File: src/hdl/med_queue.sv
// Two-entry job queue between the load front end and the search engine.
// No package dependencies.
`default_nettype none

module med_queue #(
    parameter int W = 8
) (
    input  wire logic         clk,
    input  wire logic         rst_n,
    input  wire logic         push,
    input  wire logic [W-1:0] push_data,
    output logic              full,
    input  wire logic         pop,
    output logic [W-1:0]      pop_data,
    output logic              empty
);

    logic [W-1:0] entry_reg [2];
    logic         wr_ptr_reg, wr_ptr_next;
    logic         rd_ptr_reg, rd_ptr_next;
    logic [1:0]   count_reg, count_next;
    logic         do_push, do_pop;

    assign full     = (count_reg == 2'd2);
    assign empty    = (count_reg == 2'd0);
    assign do_push  = push && !full;
    assign do_pop   = pop && !empty;
    assign pop_data = entry_reg[rd_ptr_reg];

    always_comb
    begin
        wr_ptr_next = do_push ? ~wr_ptr_reg : wr_ptr_reg;
        rd_ptr_next = do_pop ? ~rd_ptr_reg : rd_ptr_reg;
        count_next  = count_reg;
        if (do_push && !do_pop)
        begin
            count_next = count_reg + 2'd1;
        end
        else if (do_pop && !do_push)
        begin
            count_next = count_reg - 2'd1;
        end
    end

    always_ff @(posedge clk)
    begin
        if (do_push)
        begin
            entry_reg[wr_ptr_reg] <= push_data;
        end
    end

    always_ff @(posedge clk or negedge rst_n)
    begin
        if (!rst_n)
        begin
            wr_ptr_reg <= 1'b0;
            rd_ptr_reg <= 1'b0;
            count_reg  <= 2'd0;
        end
        else
        begin
            wr_ptr_reg <= wr_ptr_next;
            rd_ptr_reg <= rd_ptr_next;
            count_reg  <= count_next;
        end
    end

endmodule

`default_nettype wire

File: config.mk
export PLATFORM = sky130hd
export DESIGN_NAME = med_queue
export DESIGN_NICKNAME = d
export VERILOG_FILES = /design/src/hdl/med_queue.sv
export SDC_FILE = /design/constraint.sdc
export NUM_CORES = 1
export LEC_CHECK = 0
export ABC_AREA = 0
export BUFFER_PORTS_ARGS = -buffer_cell sky130_fd_sc_hd__buf_2
export CELL_PAD_IN_SITES_DETAIL_PLACEMENT = 0
export CELL_PAD_IN_SITES_GLOBAL_PLACEMENT = 2
export CORE_MARGIN = 4
export CORE_UTILIZATION = 31
export DETAILED_ROUTE_END_ITERATION = 7
export PLACE_DENSITY_LB_ADDON = 0.1
export SLEW_MARGIN = 20
export SYNTH_ARGS = -nofsm -noshare
export SYNTH_HDL_FRONTEND = slang
export SYNTH_SLANG_ARGS = --single-unit
File: constraint.sdc
create_clock -name clk -period 1.29 [get_ports clk]
set_input_delay 0.258 -clock clk [delete_from_list [all_inputs] [get_ports clk]]
set_output_delay 0.258 -clock clk [all_outputs]
set_load 0.05 [all_outputs]
==> results of run 1 <==
==> through the flow <==
stage,TNS (ps),hold WS [ps],setup slack (ps)
6_report,-2560,143,-298
4_1_cts,-2540,132,-298
3_3_place_gp,-800,70.5,-108
2_1_floorplan,-663,-37.6,-71.7
3_5_place_dp,-1060,68.5,-132
5_1_grt,-3340,120,-347
==> metal layers <==
metal	wire length, µm	global-route usage
met1	554	0.103
met2	754	0.160
met5	0	0
met3	83	0.0334
met4	8	0.0397
==> layout make-up <==
cell class / count / area, µm² / area share
timing repair buffer: 35 / 313 / 0.246
clock inverter: 1 / 30.0 / 0.0236
sequential: 20 / 583 / 0.458
clock buffer: 3 / 22.5 / 0.0177
tap: 28 / 35.0 / 0.0275
inverter: 2 / 7.51 / 0.00590
multi-input combinational: 21 / 282 / 0.221
==> where the power goes <==
group | leakage, nW | switching (mW) | internal [mW]
Clock | 0.0279 | 0.186 | 0.314
Combinational | 0.321 | 1.05 | 0.995
Sequential | 0.193 | 0.0998 | 0.909
==> critical path, cell delays in order, from the launching register on <==
cell,delay (ps)
sky130_fd_sc_hd__dfrtp_2,430
sky130_fd_sc_hd__buf_6,140
sky130_fd_sc_hd__mux2_4,310
sky130_fd_sc_hd__buf_8,150
==> what timing repair did <==
| action | 4_1_cts | 5_1_grt |
|---|---|---|
| hold buffers | 1 | 0 |
| setup endpoints to repair | 19 | 19 |
| setup buffers | 4 | 1 |
| resized for setup | 45 | 9 |
| pin swaps | 4 | 1 |
| hold endpoints to repair | 4 | 0 |
==> final timing paths <==
kind / from / end / slack [ps] / cells past startpoint
min in group asynchronous: rst_n / count_reg[0] / 270 / 2
setup / recovery: rd_ptr_reg / pop_data[5] / -300 / 3
hold reg to reg: wr_ptr_reg / wr_ptr_reg / 620 / 2
hold / removal: push_data[1] / entry_reg[0][1] / 140 / 1
setup reg to reg: count_reg[0] / count_reg[1] / -80 / 7
max in group asynchronous: rst_n / count_reg[1] / 890 / 2
==> placed cells by master (no fill, tap or decap), drive strengths merged <==
cell type / instances
xnor2: 3
clkbuf: 3
nand2: 1
inv: 2
xor2: 2
o21ai: 1
buf: 34
and3: 1
bufinv: 1
mux2: 8
ha: 1
nand2b: 1
dlygate4sd3: 1
dfrtp: 4
nor2: 3
edfxtp: 16
==> logic make-up (layout without fill, tap and decap cells) <==
| logic type | Yosys count | in the layout | synth area share |
|---|---|---|---|
| AO/OA/AOI/OAI | 1 | 1 | 0.00639 |
| XOR/XNOR | 5 | 5 | 0.0656 |
| adder cells (fa/ha/maj) | 1 | 1 | 0.0160 |
| flip-flops | 20 | 20 | 0.742 |
| multiplexers | 8 | 8 | 0.115 |
| AND/OR/NAND/NOR | 6 | 6 | 0.0384 |
| buffers and inverters | 3 | 41 | 0.0160 |
==> results.sh, run 1 <==
export IMPL_status="complete, but fails checks"
export IMPL_failed_checks="setup timing"
export IMPL_tritoncts_clock_tree="built"
export IMPL_route_detailed_drc=0
export IMPL_finalPower_mw=3.56
export IMPL_synthesis_area_um2=782
export IMPL_synth_fp_nets=57
export IMPL_dpl_hpwl_um=945
export IMPL_cp_data_required_time_ps=1030
export IMPL_wl_per_cell_um=12.7
export IMPL_synth_cells_most_frequent="sky130_fd_sc_hd__edfxtp_1 (16), sky130_fd_sc_hd__mux2_1 (6), sky130_fd_sc_hd__dfrtp_1 (4)"
export IMPL_antennaDiodeCount=0
export IMPL_via_per_inst=4.39
export IMPL_timing_critical_path_from_type="register"
export IMPL_number_of_flops_mapped_to_enable_cells_by_yosys=16
export IMPL_post_synth_top_area_cell="sky130_fd_sc_hd__edfxtp_1"
export IMPL_critPathArrivalTime_ps=1330
export IMPL_die_height_um=58.2
export IMPL_post_synth_cell_area_avg_um2=17.8
export IMPL_drt_pass1_iterations=2
export IMPL_async_reset_ff_frac=0.200
export IMPL_grtUsageTotal=0.0931
export IMPL_netlist_top_cells_area="sky130_fd_sc_hd__edfxtp_1 (61%), sky130_fd_sc_hd__dfrtp_1 (13%), sky130_fd_sc_hd__mux2_1 (8.6%), sky130_fd_sc_hd__mux2_2 (2.9%), sky130_fd_sc_hd__xnor2_1 (2.2%)"
export IMPL_proportion_of_layout_cells_with_a_drive_suffix_above_1=0.732
export IMPL_final_max_slew_viol_count=0
export IMPL_crit_path_max_fanout=5
export IMPL_gpl_final_weighted_congestion=0.673
export IMPL_portBuffers=21
export IMPL_leakage_power_of_the_design_nw=0.542
export IMPL_grt_antenna_before_repair=0
export IMPL_timing_final_crit_period_ps=1590
export IMPL_grt_setup_unrepaired="yes"
export IMPL_die_area_um2=3390
export IMPL_post_dp_cell_area_um2=992
export IMPL_routed_wirelength_um=1400
export IMPL_share_of_the_yosys_chip_area_belonging_to_registers=0.742
export IMPL_grt_max_degree=13
export IMPL_finalHoldViolCount=0
export IMPL_max_clock_freq_ghz=0.630
export IMPL_h_tree_levels=1
export IMPL_post_synth_top_area_fraction=0.614
export IMPL_place_inst=100
export IMPL_layoutNonFillerInstCount=110
export IMPL_final_critical_path_setup_slack_ps=-298
export IMPL_layout_nets=96
export IMPL_maxCapViolations=0
export IMPL_cts_inserted_buffers=3
export IMPL_detailroute_via_count=483
export IMPL_cts_reportedPaths_clkPinSlew_ps=110
export IMPL_area_growth_synth_to_final_pct=62.7
export IMPL_largest_register_ffs=16
export IMPL_yosysWarnings=0
export IMPL_p_per_area_nw_per_um2=2800
export IMPL_synth_lib_cells_used_distinct=15
export IMPL_worst_pin_slew_ps=213
export IMPL_placeableCoreArea_um2=2300
export IMPL_dominantRegCellSynth="sky130_fd_sc_hd__edfxtp_1"
export IMPL_dieWidth_um=58.2
export IMPL_post_route_util=0.554
export IMPL_clockRootBuffer="sky130_fd_sc_hd__clkbuf_4"
export IMPL_hold_path_class="input port to register"
export IMPL_final_setup_skew_ps=4.78
export IMPL_setup_worst_path_class="register to output port"
export IMPL_ys_seq_elements=20
export IMPL_yosys_cell_count_top_type="sky130_fd_sc_hd__edfxtp_1"
export IMPL_netlist_instances=44
export IMPL_grt_overflow=0
export IMPL_ctsLongestPathBuffers=2
export IMPL_layout_filler_cells=184
export IMPL_layout_cell_area_non_filler_um2=1270
export IMPL_initial_utilization=0.340
export IMPL_placementRows=17
export IMPL_clock_insertion_delay_worst_skew_ps=300
export IMPL_cp_end_kind="output port"
export IMPL_normalized_max_slew_margin=0.858
export IMPL_finalCritPeriodShare=1.23
export IMPL_antenna_violating_nets_post_route=0
export IMPL_boundaryPins=22
export IMPL_drtIter0Drc=5
export IMPL_finalSetupViolations=11
export IMPL_clock_sinks=20
export IMPL_grt_first_pass_wirelength_um=2270
export IMPL_ir_worst_vdd_mv=1.38
export IMPL_first_global_vias=517
Power figures use the tool's default switching activity.
==> inputs of run 2 (changes only) <==
--- a/config.mk
+++ b/config.mk
@@ -6,10 +6,10 @@
 export NUM_CORES = 1
 export LEC_CHECK = 0
 export ABC_AREA = 0
+export ABC_CLOCK_PERIOD_IN_PS = 1290
 export BUFFER_PORTS_ARGS = -buffer_cell sky130_fd_sc_hd__buf_2
 export CELL_PAD_IN_SITES_DETAIL_PLACEMENT = 0
 export CELL_PAD_IN_SITES_GLOBAL_PLACEMENT = 2
-export CORE_MARGIN = 4
 export CORE_UTILIZATION = 31
 export DETAILED_ROUTE_END_ITERATION = 7
 export PLACE_DENSITY_LB_ADDON = 0.1
==> results.sh, run 2 (synthesized netlist as in run 1, its figures left out) <==
export IMPL_status="complete, but fails checks"
export IMPL_failed_checks="setup timing"
export IMPL_worst_r2r_cell_count=6
export IMPL_setup_worst_path_class="register to output port"
export IMPL_crit_buf_inv=2
export IMPL_grt_overflow=0
export IMPL_setup_worst_path_start="rd_ptr_reg"
export IMPL_worstReg2RegEnd="count_reg[1]"
export IMPL_grt_setup_unrepaired="yes"
export IMPL_antennaDiodeCount=0
export IMPL_placementRows=17
export IMPL_final_max_slew_viol_count=0
export IMPL_antenna_violating_nets_post_route=0
export IMPL_crit_path_max_delay_cell_type="sky130_fd_sc_hd__dfrtp_2"
export IMPL_final_common_cell="sky130_fd_sc_hd__edfxtp_1"
export IMPL_worst_pin_slew_ps=234
export IMPL_placeableCoreArea_um2=2300
export IMPL_initial_utilization=0.340
export IMPL_layout_nets=98
export IMPL_wl_per_cell_um=12.0
export IMPL_most_common_layout_cells="sky130_fd_sc_hd__edfxtp_1 (16), sky130_fd_sc_hd__buf_6 (14), sky130_fd_sc_hd__buf_2 (11)"
export IMPL_timing_critical_path_slowest_cell_delay_ps=440
export IMPL_grtUsageTotal=0.118
export IMPL_final_setup_skew_ps=0.681
export IMPL_dieWidth_um=52.2
export IMPL_finalCritPeriodShare=1.22
export IMPL_clock_insertion_delay_worst_skew_ps=280
export IMPL_largest_register_ffs=16
export IMPL_min_to="entry_reg[1][7]"
export IMPL_finalPower_mw=3.45
export IMPL_timing_hold_worst_path_depth=1
export IMPL_crit_top_cell="sky130_fd_sc_hd__buf_6"
export IMPL_h_tree_levels=1
export IMPL_area_growth_synth_to_final_pct=62.7
export IMPL_boundaryPins=22
export IMPL_drtIter0Drc=6
export IMPL_routed_wirelength_um=1350
export IMPL_finalSetupViolations=11
export IMPL_dpl_hpwl_um=921
export IMPL_proportion_of_layout_cells_with_a_drive_suffix_above_1=0.702
export IMPL_clock_sinks=20
export IMPL_normalized_max_slew_margin=0.844
export IMPL_critical_path_reg2reg_startpoint="count_reg[0]"
export IMPL_grt_max_degree=12
export IMPL_max_clock_freq_ghz=0.636
export IMPL_drt_pass1_iterations=3
export IMPL_critPathArrivalTime_ps=1320
export IMPL_flip_flop_and_latch_area_um2=583
export IMPL_timing_reg2reg_setup_slack_ps=-80
export IMPL_die_height_um=52.2
export IMPL_first_global_vias=492
export IMPL_finalHoldViolCount=0
export IMPL_cp_end_kind="output port"
export IMPL_clockRootBuffer="sky130_fd_sc_hd__clkbuf_4"
export IMPL_grt_first_pass_wirelength_um=2240
export IMPL_p_per_area_nw_per_um2=2710
export IMPL_leakage_power_of_the_design_nw=0.542
export IMPL_portBuffers=21
export IMPL_layoutNonFillerInstCount=112
export IMPL_crit_path_max_fanout=4
export IMPL_final_critical_path_setup_slack_ps=-283
export IMPL_timing_critical_path_max_delay_family="flip-flops"
export IMPL_grt_antenna_before_repair=0
export IMPL_cts_inserted_buffers=3
export IMPL_cp_data_required_time_ps=1030
export IMPL_route_detailed_drc=0
export IMPL_ctsLongestPathBuffers=2
export IMPL_detailroute_via_count=487
export IMPL_hold_path_startpoint="push_data[7]"
export IMPL_via_per_inst=4.35
export IMPL_gpl_final_weighted_congestion=0.620
export IMPL_tritoncts_clock_tree="built"
export IMPL_timing_critical_path_from_type="register"
export IMPL_timing_final_crit_period_ps=1570
export IMPL_post_route_util=0.554
export IMPL_hold_path_class="input port to register"
export IMPL_ir_worst_vdd_mv=1.52
export IMPL_worstPathCellList="buf_6 -> mux2_4 -> buf_6"
export IMPL_layout_filler_cells=201
export IMPL_maxCapViolations=0
export IMPL_die_area_um2=2730
export IMPL_cts_reportedPaths_clkPinSlew_ps=100
export IMPL_multi_input_comb_area_um2=263
export IMPL_place_inst=100
## run 2: area by class of cell
class / count / area share
sequential: 20 / 0.458
multi-input combinational: 21 / 0.206
inverter: 2 / 0.00590
clock buffer: 4 / 0.0285
tap: 28 / 0.0275
timing repair buffer: 37 / 0.273
## run 2: metal layers
layer,wire (µm),track usage,vias to the layer above
met5,0,0,-
met4,0,0.0395,0
met1,528,0.135,233
li1,-,-,241
met2,764,0.214,13
met3,55,0.0290,0
## run 2: repair_timing
| action | in CTS | in global routing |
|---|---|---|
| hold buffers | 1 | 0 |
| cloned | 0 | 0 |
| setup endpoints to repair | 19 | 19 |
| buffers inserted | 6 | 1 |
| resized for setup | 44 | 6 |
| pin swaps | 3 | 1 |
| endpoints found under the hold margin | 4 | 0 |
## run 2: worst reg2reg max path, stage by stage, from the launching register on
cell and delay [ps]:
sky130_fd_sc_hd__dfrtp_1 430, sky130_fd_sc_hd__buf_4 160, sky130_fd_sc_hd__o21ai_4 150, sky130_fd_sc_hd__ha_4 150, sky130_fd_sc_hd__xor2_1 150, sky130_fd_sc_hd__nor2_1 70
sky130_fd_sc_hd__xor2_1 160
## run 2: how the worst max path moves through the flow
stage,end,slack (ps),depth (start not counted)
after floorplan,entry_reg[0][0],-70,3
after detailed placement,pop_data[5],-130,2
final,pop_data[6],-280,3
after global placement,pop_data[2],-130,2
after global routing,pop_data[6],-330,3
after CTS,pop_data[2],-300,3
## run 2: stage by stage
stage          worst slack (ps)  setup TNS, ps  hold slack (ps)  instance area (µm²)
3_5_place_dp               -125           -854             69.7                 1000
6_report                   -283          -2420              153                 1270
3_3_place_gp               -131           -957             67.2                 1000
4_1_cts                    -301          -2510              139                 1240
5_1_grt                    -329          -3480              131                 1270
2_1_floorplan             -71.7           -663            -37.6                  797
## run 2: power by group
part / switching, mW / internal, mW / total, mW / leakage, nW
sequential: 0.130 / 0.909 / 1.04 / 0.193
combinational: 1.02 / 1.05 / 2.07 / 0.328
clock: 0.171 / 0.172 / 0.342 / 0.0210
