[config.mk]
export PLATFORM = sky130hd
export DESIGN_NAME = med_front
export DESIGN_NICKNAME = d
export VERILOG_FILES = /design/src/hdl/med_pkg.sv /design/src/hdl/med_front.sv
export SDC_FILE = /design/constraint.sdc
export NUM_CORES = 1
export LEC_CHECK = 0
export BUFFER_PORTS_ARGS = -buffer_cell sky130_fd_sc_hd__buf_4
export CAP_MARGIN = 25
export CORE_MARGIN = 2
export CORE_UTILIZATION = 31
export DETAILED_ROUTE_END_ITERATION = 16
export PLACE_DENSITY = 0.81
export SYNTH_ARGS = -nofsm -noshare
export SYNTH_HDL_FRONTEND = slang
export SYNTH_SLANG_ARGS = --single-unit
[constraint.sdc]
create_clock -name clk -period 2.81 [get_ports clk]
set_clock_uncertainty 0.15 [all_clocks]
set_input_delay 0.843 -clock clk [delete_from_list [all_inputs] [get_ports clk]]
set_output_delay 0.843 -clock clk [all_outputs]
set_load 0.1 [all_outputs]
[src/hdl/med_pkg.sv]
// Shared types and constants for the median_of_two_sorted_lists block.
// No dependencies.
`default_nettype none

package med_pkg;

    localparam int DATA_W = 32;

    typedef struct packed {
        logic signed [DATA_W-1:0] b;
        logic signed [DATA_W-1:0] a;
    } pair_t;

endpackage

`default_nettype wire

[src/hdl/med_front.sv]
// Load front end: accepts pairs, writes them to the list memories, counts,
// and queues a search job on the final pair. Depends on med_pkg.
`default_nettype none

module med_front
    import med_pkg::*;
#(
    parameter int DEPTH = 128,
    parameter int AW    = 7,
    parameter int JW    = 8
) (
    input  wire logic          clk,
    input  wire logic          rst_n,
    input  wire logic          s_axis_tvalid,
    output logic               s_axis_tready,
    input  wire pair_t         s_axis_tdata,
    input  wire logic          s_axis_tlast,
    input  wire logic          q_full,
    output logic               q_push,
    output logic [JW-1:0]      q_data,
    output logic               wr_en,
    output logic [AW-1:0]      wr_addr,
    output pair_t              wr_data,
    input  wire logic          unlock
);

    localparam int CW = $clog2(DEPTH + 1);

    logic [CW-1:0] cnt_reg, cnt_next;
    logic          ovf_reg, ovf_next;
    logic          locked_reg, locked_next;
    logic          accept;
    logic          room;

    assign s_axis_tready = !locked_reg && !q_full;
    assign accept        = s_axis_tvalid && s_axis_tready;
    assign room          = (cnt_reg < CW'(DEPTH));

    assign wr_en   = accept && room;
    assign wr_addr = cnt_reg[AW-1:0];
    assign wr_data = s_axis_tdata;

    // job: {overflow, last index}
    assign q_push = accept && s_axis_tlast;
    assign q_data = {ovf_reg || !room, room ? cnt_reg[AW-1:0] : AW'(DEPTH - 1)};

    always_comb
    begin
        cnt_next    = cnt_reg;
        ovf_next    = ovf_reg;
        locked_next = locked_reg;
        if (accept)
        begin
            if (s_axis_tlast)
            begin
                cnt_next    = '0;
                ovf_next    = 1'b0;
                locked_next = 1'b1;
            end
            else if (room)
            begin
                cnt_next = cnt_reg + CW'(1);
            end
            else
            begin
                ovf_next = 1'b1;
            end
        end
        else if (unlock)
        begin
            locked_next = 1'b0;
        end
    end

    always_ff @(posedge clk or negedge rst_n)
    begin
        if (!rst_n)
        begin
            cnt_reg    <= '0;
            ovf_reg    <= 1'b0;
            locked_reg <= 1'b0;
        end
        else
        begin
            cnt_reg    <= cnt_next;
            ovf_reg    <= ovf_next;
            locked_reg <= locked_next;
        end
    end

endmodule

`default_nettype wire

==> impl_metrics.toml, run 1 <==
[pwr]
power_density_nw_per_um2 = 795
power.static_leakage_nw = 0.462
total_power_mw = 0.731
vdd.ir_drop.worst_mv = 0.198

[clock_tree]
clk_latency_ns = 0.26
clkSinkCount = 10
cts_root_buf = "clkbuf_4"
cts_tree = "built"
hold_buffers = 0
clkTransAtPathRegs_ns = 0.06
cts_buffers = 3
htreeDepth = 1
cts_max_path_buffers = 2

[critical_path]
critPathMaxStageDelay_ns = 0.55
rr_worst_depth = 4
crit_slowest_cell = "or4bb_4"
worstSetupStartpoint = "q_full"
r2r_start = "locked_reg$_DFFE_PN0P_"
crit_path_end = "q_push"
reg2reg_to = "cnt_reg[5]$_DFFE_PN0P_"
path_class = "in2out"
rrSetupSlack_ns = 0.80
worstPathRequired_ns = 1.82
end_kind = "primary output"
worstPathArrival_ns = 1.78
crit_fanout = 4
crit_chain = "buf_6 -> or4bb_4 -> clkinvlp_4 -> buf_12"
start_kind = "input port"

[detailed_routing]
drc = 0
ant_nets = 0
avgRoutedWirePerCell_um = 12.6
drtIter0Drc = 7
drt_first_pass_iters = 2
drt-total-wl_um = 1750
num_vias = 639
viasPerCell = 4.60

[die]
die-area_um2 = 4050
chipWidth_um = 63.7
num_rows = 21
core_area_um2 = 3390
die_y_um = 63.7
start_util = 0.326
ioPinCount = 152

[yosys]
postSynthAreaPerCell_um2 = 8.36
synth_compound_area_frac = 0.0669
seq_area_frac_synth = 0.227
synth-warning-count = 0
synth_fa_ha_area_frac = 0.0113
synthMuxAreaShare = 0.0181
synth_area_leader_cell = "buf_4"
yosysMostFrequentCell = "buf_4"
synth_top_area_share = 0.483
synthesis.instances = 132
synth-simple-area-share = 0.164
yosysUniqueCellTypes = 28
synth_edf_count = 0
syn_area_um2 = 1100
async_flop_share = 1.00
yosys-top-cells-count = "71 x buf_4, 10 x dfrtp_1, 8 x or2_2"
ys_ff_latch = 10
synth_xor_area_frac = 0.00794
ys_top_cells_by_area = "buf_4 48%, dfrtp_1 23%, or2_2 4.5%"
synth_top_family_by_area = "buffers and inverters"
synthesis.nets = 203
synth_flop_cell = "dfrtp_1"

[global_route]
antenna_found_initial = 0
grt-ovfl-total = 0
grt_pass1_vias = 613
track_usage = 0.0911
grt_first_pass_wirelength_um = 2820
busiest_layer = "met2"
met1_usage = 0.0829
gr-usage-met3 = 0.0518
met2_usage = 0.142
grt_start_max_net_pins = 11

[timing]
fin_crit_ns = 2.77
slew_headroom = 0.703
worst_pin_slew_ns = 0.444
period_share = 0.987
hold_viol_final = 0
drv_slew = 0
setup-violations-final = 0
max_freq_mhz = 361
rsz0062_at_grt = "no"

[final_layout]
largest_reg_flops = 8
final_cell_area_um2 = 920
drive_above_1_share = 0.527
postLayoutCoreUtil = 0.271
final_nets = 166
diodes = 0
syn_to_final_growth_pct = -16.7
finalNonFillerCells = 139

[job]
cap_violations = 0

[status]
status = "complete, no violations"

[placed_design]
post_dp_cell_area_um2 = 847
place.gp.congestion = 0.829
hpwl_um = 1350
place_inst = 134
io_buffer_count = 23

[min_path]
min_path_type = "in2async"
-- placed cells by master, fill, tap and decap left out --
cell type	synthesis	routed
a21oi_1	4	4
a22oi_1	1	1
a31oi_1	1	1
and2b_1	1	1
and3_1	1	1
and4_1	1	1
buf_12	0	2
buf_4	71	28
buf_6	0	1
clkbuf_4	0	3
clkinvlp_4	0	2
dfrtp_1	10	10
ha_1	1	1
inv_1	4	2
mux2i_1	2	2
nand2_1	4	4
nand2b_1	2	2
nand3_1	1	1
nand4_1	2	2
nor2_1	3	2
nor2_2	0	1
nor3b_1	1	1
o21ai_0	3	3
o2bb2ai_1	2	2
o31ai_1	1	1
or2_2	8	8
or3_2	2	2
or4_1	1	1
or4b_4	0	1
or4bb_4	0	1
xnor2_1	1	1
-- final cells by class --
type                            count  area, um^2
Fill cell                         353        2470
Multi-Input combinational cell     45         305
Clock buffer                        3        22.5
Inverter                            4        22.5
Tap cell                           46        57.6
Sequential cell                    10         250
Timing Repair Buffer               31         262
-- per-layer routing --
layer,vias to the layer above,part of all wire
met5,-,0
met4,0,0.064
met3,24,0.13
met2,37,0.47
met1,297,0.34
li1,281,-
-- worst min path at each step --
stage / startpoint / endpoint / depth (start not counted)
after floorplan: ovf_reg$_DFFE_PN0P_ / ovf_reg$_DFFE_PN0P_ / 2
after global routing: rst_n / cnt_reg[6]$_DFFE_PN0P_ / 1
after CTS: rst_n / cnt_reg[6]$_DFFE_PN0P_ / 1
final: rst_n / cnt_reg[6]$_DFFE_PN0P_ / 1
after detailed placement: ovf_reg$_DFFE_PN0P_ / ovf_reg$_DFFE_PN0P_ / 2
after global placement: ovf_reg$_DFFE_PN0P_ / ovf_reg$_DFFE_PN0P_ / 2
-- worst max-delay path, delay by kind of cell --
family	cells	cell delay [ns]
buffers and inverters	3	0.39
and+or+nand+nor	1	0.55
-- cells by family after synthesis --
family	Yosys count
xor gates and xnor gates	1
muxes	2
DFF	10
adders and majority gates	1
buffers and inverters	77
and+or+nand+nor	29
AOI/OAI and AO/OA	12
-- where the power goes --
| part | internal [mW] | total [mW] | switching (mW) |
|---|---|---|---|
| combinational | 0.103 | 0.441 | 0.338 |
| sequential | 0.163 | 0.198 | 0.0352 |
| clock | 0.0492 | 0.0926 | 0.0434 |
-- what timing repair did --
action | 4_1_cts | 5_1_grt
hold endpoints to repair | 0 | 0
pin swaps | 1 | 1
resized for setup | 9 | 0
setup buffers | 2 | 0
setup endpoints to repair | 2 | 1
-- through the flow --
| stage | setup TNS (ns) | setup WS (ns) | hold WS, ns |
|---|---|---|---|
| after floorplan | -0.122 | -0.122 | 0.304 |
| after global placement | -0.346 | -0.268 | 0.350 |
| after detailed placement | -0.370 | -0.280 | 0.338 |
| after CTS | 0 | 0.0114 | 0.251 |
| after global routing | 0 | 0.0114 | 0.239 |
| final | 0 | 0.0362 | 0.252 |
(Power assumes the default switching activity.)
==> run 2: changes to the inputs <==
--- a/config.mk
+++ b/config.mk
@@ -10,7 +10,7 @@
 export CORE_MARGIN = 2
 export CORE_UTILIZATION = 31
 export DETAILED_ROUTE_END_ITERATION = 16
-export PLACE_DENSITY = 0.81
+export PLACE_DENSITY = 0.83
 export SYNTH_ARGS = -nofsm -noshare
 export SYNTH_HDL_FRONTEND = slang
 export SYNTH_SLANG_ARGS = --single-unit
==> run 2 against run 1 <==
Against the previous run: final cell count fell by 0.72%; setup slack got worse by 0.00088 ns; largest cell class unchanged; final area shrank 1.2%; core utilization fell by 0.33 points; maximum frequency barely moved; sequential power barely moved.
==> impl_metrics.toml, run 2 (same netlist as run 1, synthesis figures left out) <==
[pwr]
vdd.ir_drop.worst_mv = 0.146
power.static_leakage_nw = 0.455
power_density_nw_per_um2 = 809

[placed_design]
place.gp.congestion = 0.812
hpwl_um = 1330
io_buffer_count = 23
place_inst = 135

[min_path]
min_path_type = "in2async"

[die]
ioPinCount = 152
start_util = 0.326
die_y_um = 63.7
chipWidth_um = 63.7
core_area_um2 = 3390
num_rows = 21
die-area_um2 = 4050

[timing]
worst_pin_slew_ns = 0.431
period_share = 0.987
setup_tns_ns = 0
rsz0062_at_grt = "no"
fin_crit_ns = 2.77
setup-violations-final = 0
hold_viol_final = 0
drv_slew = 0
slew_headroom = 0.712
max_freq_mhz = 360

[detailed_routing]
num_vias = 611
drt_first_pass_iters = 3
avgRoutedWirePerCell_um = 12.6
drc = 0
drt-total-wl_um = 1730
drtIter0Drc = 15
ant_nets = 0
viasPerCell = 4.43

[global_route]
grt_start_max_net_pins = 13
track_usage = 0.0904
met1_usage = 0.0906
antenna_found_initial = 0
grt_first_pass_wirelength_um = 2790
grt-ovfl-total = 0
gr-usage-met3 = 0.0554
grt_pass1_vias = 623
met2_usage = 0.134
busiest_layer = "met2"

[status]
status = "complete, no violations"

[final_layout]
num-fill-cells = 350
diodes = 0
finalNonFillerCells = 138
drive_above_1_share = 0.522
final_nets = 165
seq_area_um2 = 250
final_common_cell = "buf_4"
layout_common_cells = "28 x buf_4, 10 x dfrtp_1, 8 x or2_2, 4 x nand2_1, 4 x a21oi_1"
postLayoutCoreUtil = 0.268
syn_to_final_growth_pct = -17.7
largest_reg_flops = 8
multi_input_area_um2 = 305

[critical_path]
worstPathArrival_ns = 1.78
worstPathRequired_ns = 1.82
crit_fanout = 3
start_kind = "input port"
path_class = "in2out"
rrSetupSlack_ns = 0.78
worstSetupStartpoint = "q_full"
r2r_start = "locked_reg$_DFFE_PN0P_"
end_kind = "primary output"

[clock_tree]
clk_latency_ns = 0.26
cts_buffers = 3
htreeDepth = 1
cts_max_path_buffers = 2
hold_buffers = 0
cts_root_buf = "clkbuf_4"
cts_tree = "built"
clkSinkCount = 10
clkTransAtPathRegs_ns = 0.07

[job]
cap_violations = 0
run 2: layout make-up:
| class | count | share of cell area |
|---|---|---|
| multi-input cells | 45 | 0.336 |
| flip-flops and latches | 10 | 0.275 |
| clock buffers | 3 | 0.0248 |
| well taps | 46 | 0.0634 |
| inverters | 4 | 0.0248 |
| repair buffers | 30 | 0.275 |
run 2: worst paths after layout:
kind                       cells past startpoint                endpoint
hold / removal                                 1  cnt_reg[0]$_DFFE_PN0P_
max in group asynchronous                      1  cnt_reg[6]$_DFFE_PN0P_
hold reg to reg                                2     ovf_reg$_DFFE_PN0P_
setup reg to reg                               4  cnt_reg[5]$_DFFE_PN0P_
setup / recovery                               4                  q_push
min in group clk                               2     ovf_reg$_DFFE_PN0P_
run 2: through the flow:
step           area (um^2)  setup WS [ns]  power, mW  hold WS, ns
2_1_floorplan         1110         -0.122      0.998        0.304
3_3_place_gp           855         -0.201      0.631        0.328
3_5_place_dp           855         -0.195      0.635        0.345
4_1_cts                905        0.00188      0.736        0.251
5_1_grt                908        0.00421      0.768        0.238
6_report               908         0.0353      0.735        0.244
run 2: per-layer routing:
| layer | vias to the layer above | part of all wire |
|---|---|---|
| li1 | 278 | - |
| met1 | 287 | 0.36 |
| met2 | 34 | 0.48 |
| met3 | 12 | 0.12 |
| met4 | 0 | 0.035 |
| met5 | - | 0 |
run 2: worst max-delay path: stages:
cell	delay, ns
buf_4	0.12
or4bb_4	0.53
clkinvlp_4	0.12
buf_12	0.17
run 2: power breakdown:
group | switching, mW | internal (mW)
registers | 0.0364 | 0.163
logic | 0.338 | 0.101
clock network | 0.0472 | 0.0493
run 2: timing repair:
| item | in CTS | in global routing |
|---|---|---|
| gates resized for setup | 7 | 1 |
| endpoints found under the setup margin | 2 | 1 |
| buffers inserted | 0 | 0 |
==> run 3: changes to the inputs <==
--- a/config.mk
+++ b/config.mk
@@ -11,6 +11,7 @@
 export CORE_UTILIZATION = 31
 export DETAILED_ROUTE_END_ITERATION = 16
 export PLACE_DENSITY = 0.83
+export RECOVER_POWER = 25
 export SYNTH_ARGS = -nofsm -noshare
 export SYNTH_HDL_FRONTEND = slang
 export SYNTH_SLANG_ARGS = --single-unit
==> run 3 against run 2 <==
Against the previous run: die area is the same; routed wire length is the same; total power shrank 0.19%; first-iteration DRC count shrank 13%; setup slack gained 0.0016 ns; final area shrank 1.2%; maximum frequency is essentially flat; register-to-register slack is essentially flat; core utilization shrank 0.33 points; via count shrank 0.33%; critical path type unchanged; highest routed layer unchanged.
==> impl_metrics.toml, run 3 (same netlist as run 1, synthesis figures left out) <==
[status]
status = "complete, no violations"

[timing]
fin_crit_ns = 2.77
slew_headroom = 0.640
setup-violations-final = 0
max_freq_mhz = 361
hold_viol_final = 0
fin_ws_ns = 0.0369
period_share = 0.987
drv_slew = 0
worst_pin_slew_ns = 0.540
rsz0062_at_grt = "no"

[placed_design]
place.gp.congestion = 0.812
dp_slack_ns = -0.195
io_buffer_count = 23
place_inst = 135
hpwl_um = 1330

[global_route]
grt_pass1_vias = 623
grt_first_pass_wirelength_um = 2790
track_usage = 0.0904
antenna_found_initial = 0
grt-ovfl-total = 0
grt_start_max_net_pins = 13

[die]
die-area_um2 = 4050
num_rows = 21
die_y_um = 63.7
chipWidth_um = 63.7
start_util = 0.326
core_area_um2 = 3390
ioPinCount = 152

[detailed_routing]
num_vias = 609
drtIter0Drc = 13
ant_nets = 0
viasPerCell = 4.41
drt_first_pass_iters = 3
drt-total-wl_um = 1730
drc = 0
avgRoutedWirePerCell_um = 12.6

[critical_path]
end_kind = "primary output"
worstPathArrival_ns = 1.78
path_class = "in2out"
worstPathRequired_ns = 1.82
start_kind = "input port"
crit_fanout = 3

[clock_tree]
clkSinkCount = 10
clkTransAtPathRegs_ns = 0.06
cts_root_buf = "clkbuf_4"
htreeDepth = 1
hold_buffers = 0
clk_latency_ns = 0.26
cts_buffers = 3
cts_setup_buffers = 0
cts_max_path_buffers = 2
cts_tree = "built"

[pwr]
power_switching_mw = 0.422
power_switching_share = 0.575
power.static_leakage_nw = 0.444
power_density_nw_per_um2 = 817
vdd.ir_drop.worst_mv = 0.145
total_power_mw = 0.733
clockPowerShare = 0.132
pwr-share-seq = 0.271
internal_power_mw = 0.312
p_comb_frac = 0.597

[final_layout]
layout_common_cells = "25 x buf_4, 10 x dfrtp_1, 8 x or2_2, 4 x nand2_1, 4 x a21oi_1"
largest_reg_flops = 8
num-fill-cells = 354
drive_above_1_share = 0.489
finalNonFillerCells = 138
final_nets = 165
final_common_cell = "buf_4"
diodes = 0
syn_to_final_growth_pct = -18.7

[min_path]
min_path_type = "reg2reg"

[job]
cap_violations = 0
## run 3: per-layer routing
metal	track usage	share of wire	vias to the layer above	routed length [um]
met5	0	0	-	0
met2	0.134	0.49	34	842
met4	0.0707	0.035	0	61
met3	0.0554	0.12	12	211
met1	0.0906	0.36	284	617
li1	-	-	279	-
## run 3: path summary, 6_finish.rpt
kind                                              from                endpoint  slack (ns)  depth (start not counted)
worst max-delay path                            q_full                  q_push        0.04                          4
worst min-delay path               ovf_reg$_DFFE_PN0P_     ovf_reg$_DFFE_PN0P_        0.35                          2
worst max register to register  locked_reg$_DFFE_PN0P_  cnt_reg[5]$_DFFE_PN0P_        0.77                          4
worst min register to register     ovf_reg$_DFFE_PN0P_     ovf_reg$_DFFE_PN0P_        0.35                          2
max in group asynchronous                        rst_n  cnt_reg[6]$_DFFE_PN0P_        1.77                          1
min in group asynchronous                        rst_n  cnt_reg[0]$_DFFE_PN0P_        0.38                          1
## run 3: power groups by stage
| stage | logic [mW] | clock network (mW) | registers (mW) |
|---|---|---|---|
| 6_report | 0.438 | 0.0970 | 0.199 |
| 5_1_grt | 0.453 | 0.109 | 0.204 |
| 4_1_cts | 0.440 | 0.0977 | 0.199 |
| 3_5_place_dp | 0.434 | 0 | 0.201 |
| 3_3_place_gp | 0.431 | 0 | 0.200 |
| 2_1_floorplan | 0.809 | 0 | 0.189 |
## run 3: cell type report
type	count	area [um^2]	area share
Clock buffer	3	22.5	0.0251
Multi-Input combinational cell	45	305	0.340
Tap cell	46	57.6	0.0642
Timing Repair Buffer	30	239	0.266
Sequential cell	10	250	0.279
Inverter	4	22.5	0.0251
## run 3: stage by stage
step	utilization	cell area, um^2	hold WS (ns)	TNS [ns]
2_1_floorplan	-	1110	0.304	-0.122
3_3_place_gp	0.252	855	0.328	-0.252
3_5_place_dp	0.252	855	0.345	-0.277
4_1_cts	0.267	905	0.251	0
5_1_grt	0.265	897	0.412	0
6_report	0.265	897	0.353	0
## run 3: critical path, stage by stage
cell and delay, ns:
buf_4 0.12, or4bb_4 0.53, clkinvlp_4 0.12, buf_12 0.17
## run 3: what timing repair did
item | in CTS | in global routing
hold endpoints to repair | 0 | 0
gates resized for setup | 7 | 1
setup endpoints to repair | 2 | 1
